**src/rtl/qepc_pkg.sv**
```systemverilog
// ----------------------------------------------------------------------------
// qepc_pkg
// Types and constants shared by the quadrature encoder position counter.
// ----------------------------------------------------------------------------
package qepc_pkg;

  typedef enum logic [1:0] {
    OP_SAMPLE     = 2'd0,
    OP_TICK       = 2'd1,
    OP_SET        = 2'd2,
    OP_READ_CLEAR = 2'd3
  } opcode_t;

  localparam int CFG_INDEX_WIDTH = 3;
  localparam int CFG_DATA_WIDTH  = 16;

  typedef logic [CFG_INDEX_WIDTH-1:0] cfg_index_t;

  localparam cfg_index_t CFG_POS_MIN          = 3'd0;
  localparam cfg_index_t CFG_POS_MAX          = 3'd1;
  localparam cfg_index_t CFG_BOUNDS_ENABLE    = 3'd2;
  localparam cfg_index_t CFG_INVERT_DIRECTION = 3'd3;
  localparam cfg_index_t CFG_BUTTON_ENABLE    = 3'd4;
  localparam cfg_index_t CFG_DEBOUNCE_TICKS   = 3'd5;

  localparam logic signed [15:0] POS_MIN_RESET        = 16'sh8000;
  localparam logic signed [15:0] POS_MAX_RESET        = 16'sh7fff;
  localparam logic [7:0]         DEBOUNCE_TICKS_RESET = 8'd20;

  typedef logic signed [1:0] dir_t;

  localparam dir_t DIR_NONE = 2'sb00;
  localparam dir_t DIR_POS  = 2'sb01;
  localparam dir_t DIR_NEG  = 2'sb11;

  // quarter step for index {previous ab, current ab}
  localparam dir_t QUARTER_TABLE [0:15] = '{
    DIR_NONE, DIR_NEG,  DIR_POS,  DIR_NONE,
    DIR_POS,  DIR_NONE, DIR_NONE, DIR_NEG,
    DIR_NEG,  DIR_NONE, DIR_NONE, DIR_POS,
    DIR_NONE, DIR_POS,  DIR_NEG,  DIR_NONE
  };

  typedef struct packed {
    opcode_t            opcode;
    logic               pin_a;
    logic               pin_b;
    logic               button_down;
    logic signed [15:0] new_position;
  } item_t;

  typedef struct packed {
    dir_t               step;
    logic signed [15:0] position;
    dir_t               last_direction;
    logic               position_changed;
    logic               button_pressed;
    logic               set_ok;
  } result_t;

endpackage

```
**src/rtl/qepc_core.sv**
```systemverilog
// ----------------------------------------------------------------------------
// qepc_core
// Configuration registers, encoder/button state and the per-item update.
// ----------------------------------------------------------------------------
module qepc_core #(
  parameter int POSITION_WIDTH = 16,
  parameter int DEBOUNCE_WIDTH = 8
) (
  input  logic                   clk,
  input  logic                   rst,
  input  logic                   cfg_wr_en,
  input  qepc_pkg::cfg_index_t   cfg_index,
  input  logic [qepc_pkg::CFG_DATA_WIDTH-1:0] cfg_data,
  input  logic                   fire,
  input  qepc_pkg::item_t        item,
  output qepc_pkg::result_t      res
);
  import qepc_pkg::*;

  localparam int PW = POSITION_WIDTH;
  localparam int DW = DEBOUNCE_WIDTH;
  localparam int CW = (PW > 16) ? PW : 16;

  // configuration
  logic signed [15:0] pos_min;
  logic signed [15:0] pos_max;
  logic               bounds_enable;
  logic               invert_direction;
  logic               button_enable;
  logic [7:0]         debounce_ticks;

  // state
  logic [1:0]          prev_ab, prev_ab_next;
  logic [1:0]          phase, phase_next;
  logic signed [PW-1:0] pos, pos_next;
  dir_t                dir, dir_next;
  logic                changed, changed_upd, changed_next;
  logic                pressed, pressed_upd, pressed_next;
  logic [DW-1:0]       deb_count, deb_count_next;

  // sample decode
  logic                press_start;
  logic [1:0]          ab_now;
  dir_t                quarter;
  logic                step_up, step_dn, blocked;
  logic [1:0]          phase_sum;
  logic signed [CW-1:0] pos_ext, upper_ext, lower_ext;
  logic                set_in_range;
  dir_t                step_out;
  logic                set_ok;

  assign press_start = button_enable & item.button_down & (deb_count == '0);
  assign ab_now      = invert_direction ? {item.pin_a, item.pin_b}
                                        : {item.pin_b, item.pin_a};
  assign quarter     = QUARTER_TABLE[{prev_ab, ab_now}];
  assign step_up     = (quarter == DIR_POS) && (phase == 2'd3);
  assign step_dn     = (quarter == DIR_NEG) && (phase == 2'd0);
  assign phase_sum   = phase + 2'(quarter);

  assign pos_ext   = CW'(pos);
  assign upper_ext = CW'(pos_max);
  assign lower_ext = CW'(pos_min);
  assign blocked   = bounds_enable && ((step_up && (pos_ext >= upper_ext)) ||
                                       (step_dn && (pos_ext <= lower_ext)));

  assign set_in_range = (item.new_position >= pos_min) &&
                        (item.new_position <= pos_max);

  always_comb begin
    prev_ab_next   = prev_ab;
    phase_next     = phase;
    pos_next       = pos;
    dir_next       = dir;
    changed_upd    = changed;
    pressed_upd    = pressed;
    deb_count_next = deb_count;
    step_out       = DIR_NONE;
    set_ok         = 1'b0;
    if (fire) begin
      unique case (item.opcode)
        OP_SAMPLE: begin
          if (press_start) begin
            // press start: encoder ignored for this sample
            deb_count_next = DW'(debounce_ticks);
          end else begin
            prev_ab_next = ab_now;
            phase_next   = phase_sum;
            if (step_up || step_dn) begin
              dir_next = step_up ? DIR_POS : DIR_NEG;
              if (!blocked) begin
                pos_next    = step_up ? pos + PW'(1) : pos - PW'(1);
                changed_upd = 1'b1;
                step_out    = step_up ? DIR_POS : DIR_NEG;
              end
            end
          end
        end
        OP_TICK: begin
          if (button_enable && (deb_count != '0)) begin
            deb_count_next = deb_count - DW'(1);
            if ((deb_count == DW'(1)) && item.button_down) begin
              pressed_upd = 1'b1;
            end
          end
        end
        OP_SET: begin
          if (set_in_range) begin
            set_ok = 1'b1;
            if (PW'(item.new_position) != pos) begin
              pos_next    = PW'(item.new_position);
              changed_upd = 1'b1;
            end
          end
        end
        OP_READ_CLEAR: begin
        end
        default: begin
        end
      endcase
    end
    // flags are reported before the clear takes effect
    changed_next = (fire && (item.opcode == OP_READ_CLEAR)) ? 1'b0 : changed_upd;
    pressed_next = (fire && (item.opcode == OP_READ_CLEAR)) ? 1'b0 : pressed_upd;
  end

  always_comb begin
    res.step             = step_out;
    res.position         = 16'(pos_next);
    res.last_direction   = dir_next;
    res.position_changed = changed_upd;
    res.button_pressed   = pressed_upd;
    res.set_ok           = set_ok;
  end

  always_ff @(posedge clk) begin
    if (rst) begin
      pos_min          <= POS_MIN_RESET;
      pos_max          <= POS_MAX_RESET;
      bounds_enable    <= 1'b1;
      invert_direction <= 1'b0;
      button_enable    <= 1'b0;
      debounce_ticks   <= DEBOUNCE_TICKS_RESET;
    end else if (cfg_wr_en) begin
      unique case (cfg_index)
        CFG_POS_MIN:          pos_min          <= cfg_data[15:0];
        CFG_POS_MAX:          pos_max          <= cfg_data[15:0];
        CFG_BOUNDS_ENABLE:    bounds_enable    <= cfg_data[0];
        CFG_INVERT_DIRECTION: invert_direction <= cfg_data[0];
        CFG_BUTTON_ENABLE:    button_enable    <= cfg_data[0];
        CFG_DEBOUNCE_TICKS:   debounce_ticks   <= cfg_data[7:0];
        default: begin
        end
      endcase
    end
  end

  always_ff @(posedge clk) begin
    if (rst) begin
      prev_ab   <= '0;
      phase     <= '0;
      pos       <= '0;
      dir       <= DIR_NONE;
      changed   <= 1'b0;
      pressed   <= 1'b0;
      deb_count <= '0;
    end else begin
      prev_ab   <= prev_ab_next;
      phase     <= phase_next;
      pos       <= pos_next;
      dir       <= dir_next;
      changed   <= changed_next;
      pressed   <= pressed_next;
      deb_count <= deb_count_next;
    end
  end

endmodule

```
**src/rtl/quadrature_encoder_position_counter_unit.sv**
```systemverilog
// Path: an input transfer is captured in the input register; the core updates
// the state from it and the result is registered in the result register, from
// which it transfers on the master side. Throughput: one item per cycle while
// m_axis_tready is high; the state update is made between the two registers.
// Reset: clears the pipeline valids and all encoder/button state, and returns
// the configuration registers to their defaults.
// ----------------------------------------------------------------------------
// quadrature_encoder_position_counter_unit
// Quadrature decoder with bounded position count and debounced push button.
// ----------------------------------------------------------------------------
module quadrature_encoder_position_counter_unit #(
  parameter int POSITION_WIDTH = 16,
  parameter int DEBOUNCE_WIDTH = 8
) (
  input  logic        clk,
  input  logic        rst,
  input  logic        cfg_wr_en,
  input  logic [2:0]  cfg_index,
  input  logic [15:0] cfg_data,
  input  logic        s_axis_tvalid,
  output logic        s_axis_tready,
  // pin_a, pin_b, button_down, new_position[15:0], zero pad
  input  logic [23:0] s_axis_tdata,
  // opcode
  input  logic [1:0]  s_axis_tuser,
  output logic        m_axis_tvalid,
  input  logic        m_axis_tready,
  // step[1:0], position[15:0], last_direction[1:0], position_changed,
  // button_pressed, set_ok, zero pad
  output logic [23:0] m_axis_tdata
);
  import qepc_pkg::*;

  logic    in_valid;
  item_t   in_item;
  logic    out_valid;
  result_t out_res;
  logic    advance;
  result_t res;

  assign advance       = in_valid && (!out_valid || m_axis_tready);
  assign s_axis_tready = !in_valid || advance;

  always_ff @(posedge clk) begin
    if (rst) begin
      in_valid <= 1'b0;
    end else if (s_axis_tready) begin
      in_valid <= s_axis_tvalid;
    end
  end

  always_ff @(posedge clk) begin
    if (s_axis_tvalid && s_axis_tready) begin
      in_item.opcode       <= opcode_t'(s_axis_tuser);
      in_item.pin_a        <= s_axis_tdata[0];
      in_item.pin_b        <= s_axis_tdata[1];
      in_item.button_down  <= s_axis_tdata[2];
      in_item.new_position <= s_axis_tdata[18:3];
    end
  end

  qepc_core #(
    .POSITION_WIDTH(POSITION_WIDTH),
    .DEBOUNCE_WIDTH(DEBOUNCE_WIDTH)
  ) u_core (
    .clk      (clk),
    .rst      (rst),
    .cfg_wr_en(cfg_wr_en),
    .cfg_index(cfg_index),
    .cfg_data (cfg_data),
    .fire     (advance),
    .item     (in_item),
    .res      (res)
  );

  always_ff @(posedge clk) begin
    if (rst) begin
      out_valid <= 1'b0;
    end else if (advance) begin
      out_valid <= 1'b1;
    end else if (m_axis_tready) begin
      out_valid <= 1'b0;
    end
  end

  always_ff @(posedge clk) begin
    if (advance) begin
      out_res <= res;
    end
  end

  assign m_axis_tvalid = out_valid;
  assign m_axis_tdata  = {1'b0,
                          out_res.set_ok,
                          out_res.button_pressed,
                          out_res.position_changed,
                          out_res.last_direction,
                          out_res.position,
                          out_res.step};

endmodule
```
**config.mk**
```make
export PLATFORM = sky130hd
export DESIGN_NAME = quadrature_encoder_position_counter_unit
export DESIGN_NICKNAME = d
export VERILOG_FILES = /design/src/rtl/qepc_pkg.sv /design/src/rtl/qepc_core.sv /design/src/rtl/quadrature_encoder_position_counter_unit.sv
export SDC_FILE = /design/constraint.sdc
export NUM_CORES = 1
export LEC_CHECK = 0
export BUFFER_PORTS_ARGS = -buffer_cell sky130_fd_sc_hd__buf_2
export CAP_MARGIN = 0
export CORE_ASPECT_RATIO = 1.75
export CORE_UTILIZATION = 65
export CTS_BUF_LIST = sky130_fd_sc_hd__clkbuf_2
export DETAILED_ROUTE_END_ITERATION = 7
export GPL_TIMING_DRIVEN = 0
export PLACE_DENSITY = 0.91
export SYNTH_ARGS = -nofsm -noshare
export SYNTH_HDL_FRONTEND = slang
export SYNTH_SLANG_ARGS = --single-unit
export TNS_END_PERCENT = 5
```
**constraint.sdc**
```tcl
create_clock -name clk -period 10.5 [get_ports clk]
set_clock_uncertainty 0.05 [all_clocks]
set_input_delay 1.575 -clock clk [delete_from_list [all_inputs] [get_ports clk]]
set_output_delay 1.575 -clock clk [all_outputs]
set_load 0.05 [all_outputs]
```
==> flow_metrics.tcl <==
set metrics [dict create \
    status "completed" \
    final.fill_count 848 \
    startpoint_type "flip-flop" \
    crit_type "flip-flop to flip-flop" \
    setup_viol 0 \
    final-hold-violation-count 0 \
    globalRouteOverflowTotal 0 \
    required_ns 10.94 \
    max-vdd-ir-drop_mv 0.0964 \
    synth_area_leader_cell "dfxtp_1" \
    grt_use_met2_pct 65.3 \
    p_leak_nw 3.46 \
    routed_via_density 6.47 \
    ys_seq_area_share_pct 38.1 \
    yosysTopAreaCellShare_pct 20.5 \
    core_area_um2 11200 \
    num_rows 51 \
    cts_buffers 17 \
    path_clk_slew_ns 0.20 \
    netlist_top_cells_count "95 x nand2_1, 86 x ha_1, 77 x dfxtp_1" \
    hp-class "flip-flop to flip-flop" \
    grt_use_met1_pct 36.3 \
    reg2reg_slack_ns 5.53 \
    start_util_pct 67.2 \
    worst-path-stages 15 \
    drive_above_1_share_pct 14.3 \
    synth_area_leaders "dfxtp_1 21%, edfxtp_1 18%, ha_1 14%" \
    worst_hold_slack_ns 0.419 \
    top_usage_layer "met2" \
    grt_max_degree 33 \
    first_pass_iters 7 \
    synth_area_um2 7510 \
    min_period_over_period_pct 47.4 \
    grt_pass1_vias 6549 \
    cts_resized 0 \
    rsz0062_at_grt "false" \
    cp_common_cell "ha_1" \
    root_buffer "clkbuf_2" \
    yosys_warnings 0 \
    worstMarginPinSlew_ns 1.23 \
    cts.hold.buffers_added 0 \
    max_slew_margin_pct 17.1 \
    drv_cap 0 \
    die_area_um2 12000 \
    synth-edff-count 44 \
    gp_congestion 1.04 \
    path_max_fanout 19 \
    reg2reg_depth 15 \
    chipWidth_um 83.2 \
    r2r-end "m_axis_tdata[15]$_DFFE_PP_" \
    syn_area_per_cell_um2 9.39 \
    dpl.hpwl_um 15800 \
    timing.setup.tns_ns 0 \
    yosysUniqueCellTypes 82 \
    drcViolationCount 0 \
    rr_startpoint "in_item[17]$_DFFE_PP_" \
    arrival_ns 5.41 \
    end_kind "flip-flop" \
    syn_inst 800 \
    antenna_found_initial 1 \
    vias 6683 \
    synthFlopType "dfxtp_1" \
    grt_pass1_wl_um 32800 \
    cpPeakStageDelay_ns 0.61 \
    fin_crit_ns 4.97 \
    htree_levels 4 \
    drtAntennaViolNets 0 \
    cts_tree "built" \
    clock-sinks 121 \
    track_usage_pct 36.2 \
    path_buf_inv 1 \
    drt_iter0_markers 478 \
    grt_use_met3_pct 6.56 \
    yosysMostFrequentCell "nand2_1" \
    io_pins 76 \
    syn_to_final_growth_pct 9.88 \
    min_to "u_core.lower_ext[5]$_SDFFE_PP0P_" \
    hp-start "u_core.lower_ext[5]$_SDFFE_PP0P_" \
    hold_path_depth 2 \
    power_density_nw_per_um2 119 \
    clk_path_buf_depth 2 \
    die_h_um 144 \
    port_buffers 68 \
    insertion_delay_ns 0.73 \
    syn_nets 937 \
    cp_slowest_cell "nand2b_1" \
    cp_top_family "compound AO/OA/AOI/OAI gates" \
    wl_um 20900 \
    async_flop_share_pct 0 \
    routedWlPerCell_um 20.2 \
    crit_chain "inv_1, ha_1, o21ai_0, a311oi_2, or3_1, nand2b_1, ha_1, a211oi_1, o211ai_1, a2111o_1, nand3_1, a21oi_1, xor2_1, a221oi_1, nor2_1" \
    post_cts_buffers 0 \
    final-max-slew-violation-count 0 \
    ys_ff_latch 121 \
    final_net_count 1024 \
    timing.fmax_ghz 0.201 \
]
==> per-layer routing <==
metal | vias to the layer above | part of all wire, %
met5 | - | 0
met4 | 0 | 8.0
met3 | 124 | 6.1
met2 | 313 | 51
met1 | 3111 | 35
li1 | 3135 | -
==> power by group <==
| group | switching (mW) | internal, mW | leakage [nW] | total, mW |
|---|---|---|---|---|
| clock network | 0.192 | 0.110 | 0.150 | 0.302 |
| logic | 0.105 | 0.0596 | 2.25 | 0.165 |
| registers | 0.0151 | 0.503 | 1.05 | 0.518 |
==> sequential cells by signal, summed over array words and instances (netlist names) <==
name	cells
u_core.prev_ab	2
u_core.pos_max	16
u_core.pos	16
u_core.debounce_ticks	8
u_core.changed	1
m_axis_tdata	23
in_item	21
m_axis_tvalid	1
u_core.phase	2
u_core.button_enable	1
u_core.invert_direction	1
u_core.bounds_enable	1
in_valid	1
u_core.deb_count	8
u_core.pressed	1
u_core.lower_ext	16
u_core.dir	2
==> worst reg2reg max path, stage by stage, from the launching register on <==
cell and delay (ns):
edfxtp_1 0.50, inv_1 0.11, ha_1 0.20, o21ai_0 0.23, a311oi_2 0.11, or3_1 0.46
nand2b_1 0.61, ha_1 0.55, a211oi_1 0.32, o211ai_1 0.27, a2111o_1 0.44, nand3_1 0.15
a21oi_1 0.10, xor2_1 0.15, a221oi_1 0.38, nor2_1 0.11
==> final cells by class <==
class	count	area [um2]	share of cell area (%)
flip-flops and latches	121	2860	34.7
plain buffers	28	128	1.55
multi-input cells	597	4320	52.3
diodes	1	2.50	0.0303
clock inverters	15	148	1.79
clock buffers	17	85.1	1.03
repair buffers	68	340	4.12
well taps	132	165	2.00
inverters	54	203	2.46
==> cell usage in the layout (no fill, tap or decap), drive strengths merged, types with 9 or more instances in the layout <==
master,synthesis,layout
nand2,95,95
ha,86,86
dfxtp,77,77
buf,6,74
a21oi,61,61
inv,53,57
nor2,46,46
edfxtp,44,44
clkbuf,22,39
o21ai,24,24
xnor2,23,23
o211ai,23,23
nand4,18,18
a21o,15,15
nand3,15,15
mux2i,14,14
a211oi,13,13
nor3,13,13
nand2b,11,11
clkinv,1,10
xor2,9,9
a22o,9,9
==> how the worst max path moves through the flow <==
stage / startpoint / to
after floorplan: in_item[17]$_DFFE_PP_ / m_axis_tdata[15]$_DFFE_PP_
after global placement: in_item[17]$_DFFE_PP_ / m_axis_tdata[15]$_DFFE_PP_
after CTS: in_item[17]$_DFFE_PP_ / m_axis_tdata[15]$_DFFE_PP_
final: in_item[17]$_DFFE_PP_ / m_axis_tdata[15]$_DFFE_PP_
after detailed placement: in_item[17]$_DFFE_PP_ / m_axis_tdata[15]$_DFFE_PP_
after global routing: in_item[17]$_DFFE_PP_ / m_axis_tdata[15]$_DFFE_PP_
==> per-stage QoR <==
stage               power [mW]  cells  setup WS [ns]  util (%)  instance area, um2
floorplan                0.636    800           6.45         -                7510
global placement         0.683   1000           5.79      71.8                8010
detailed placement       0.687   1000           5.67      71.8                8020
CTS                      0.981   1032           5.62      73.9                8250
global route              1.02   1033           5.23      73.9                8250
finish                   0.985   1033           5.53      73.9                8250
==> cell families (layout without fill, tap and decap cells) <==
kind of cell	Yosys count	in the layout	synth area share (%)
AOI/OAI and AO/OA	212	212	20.3
xor gates and xnor gates	33	33	4.05
adders and majority gates	87	87	14.6
buffers and inverters	82	182	4.38
DFF	121	121	38.1
muxes	16	16	2.17
other	1	2	0.0499
and+or+nand+nor	248	248	16.3
(Power assumes the default switching activity.)
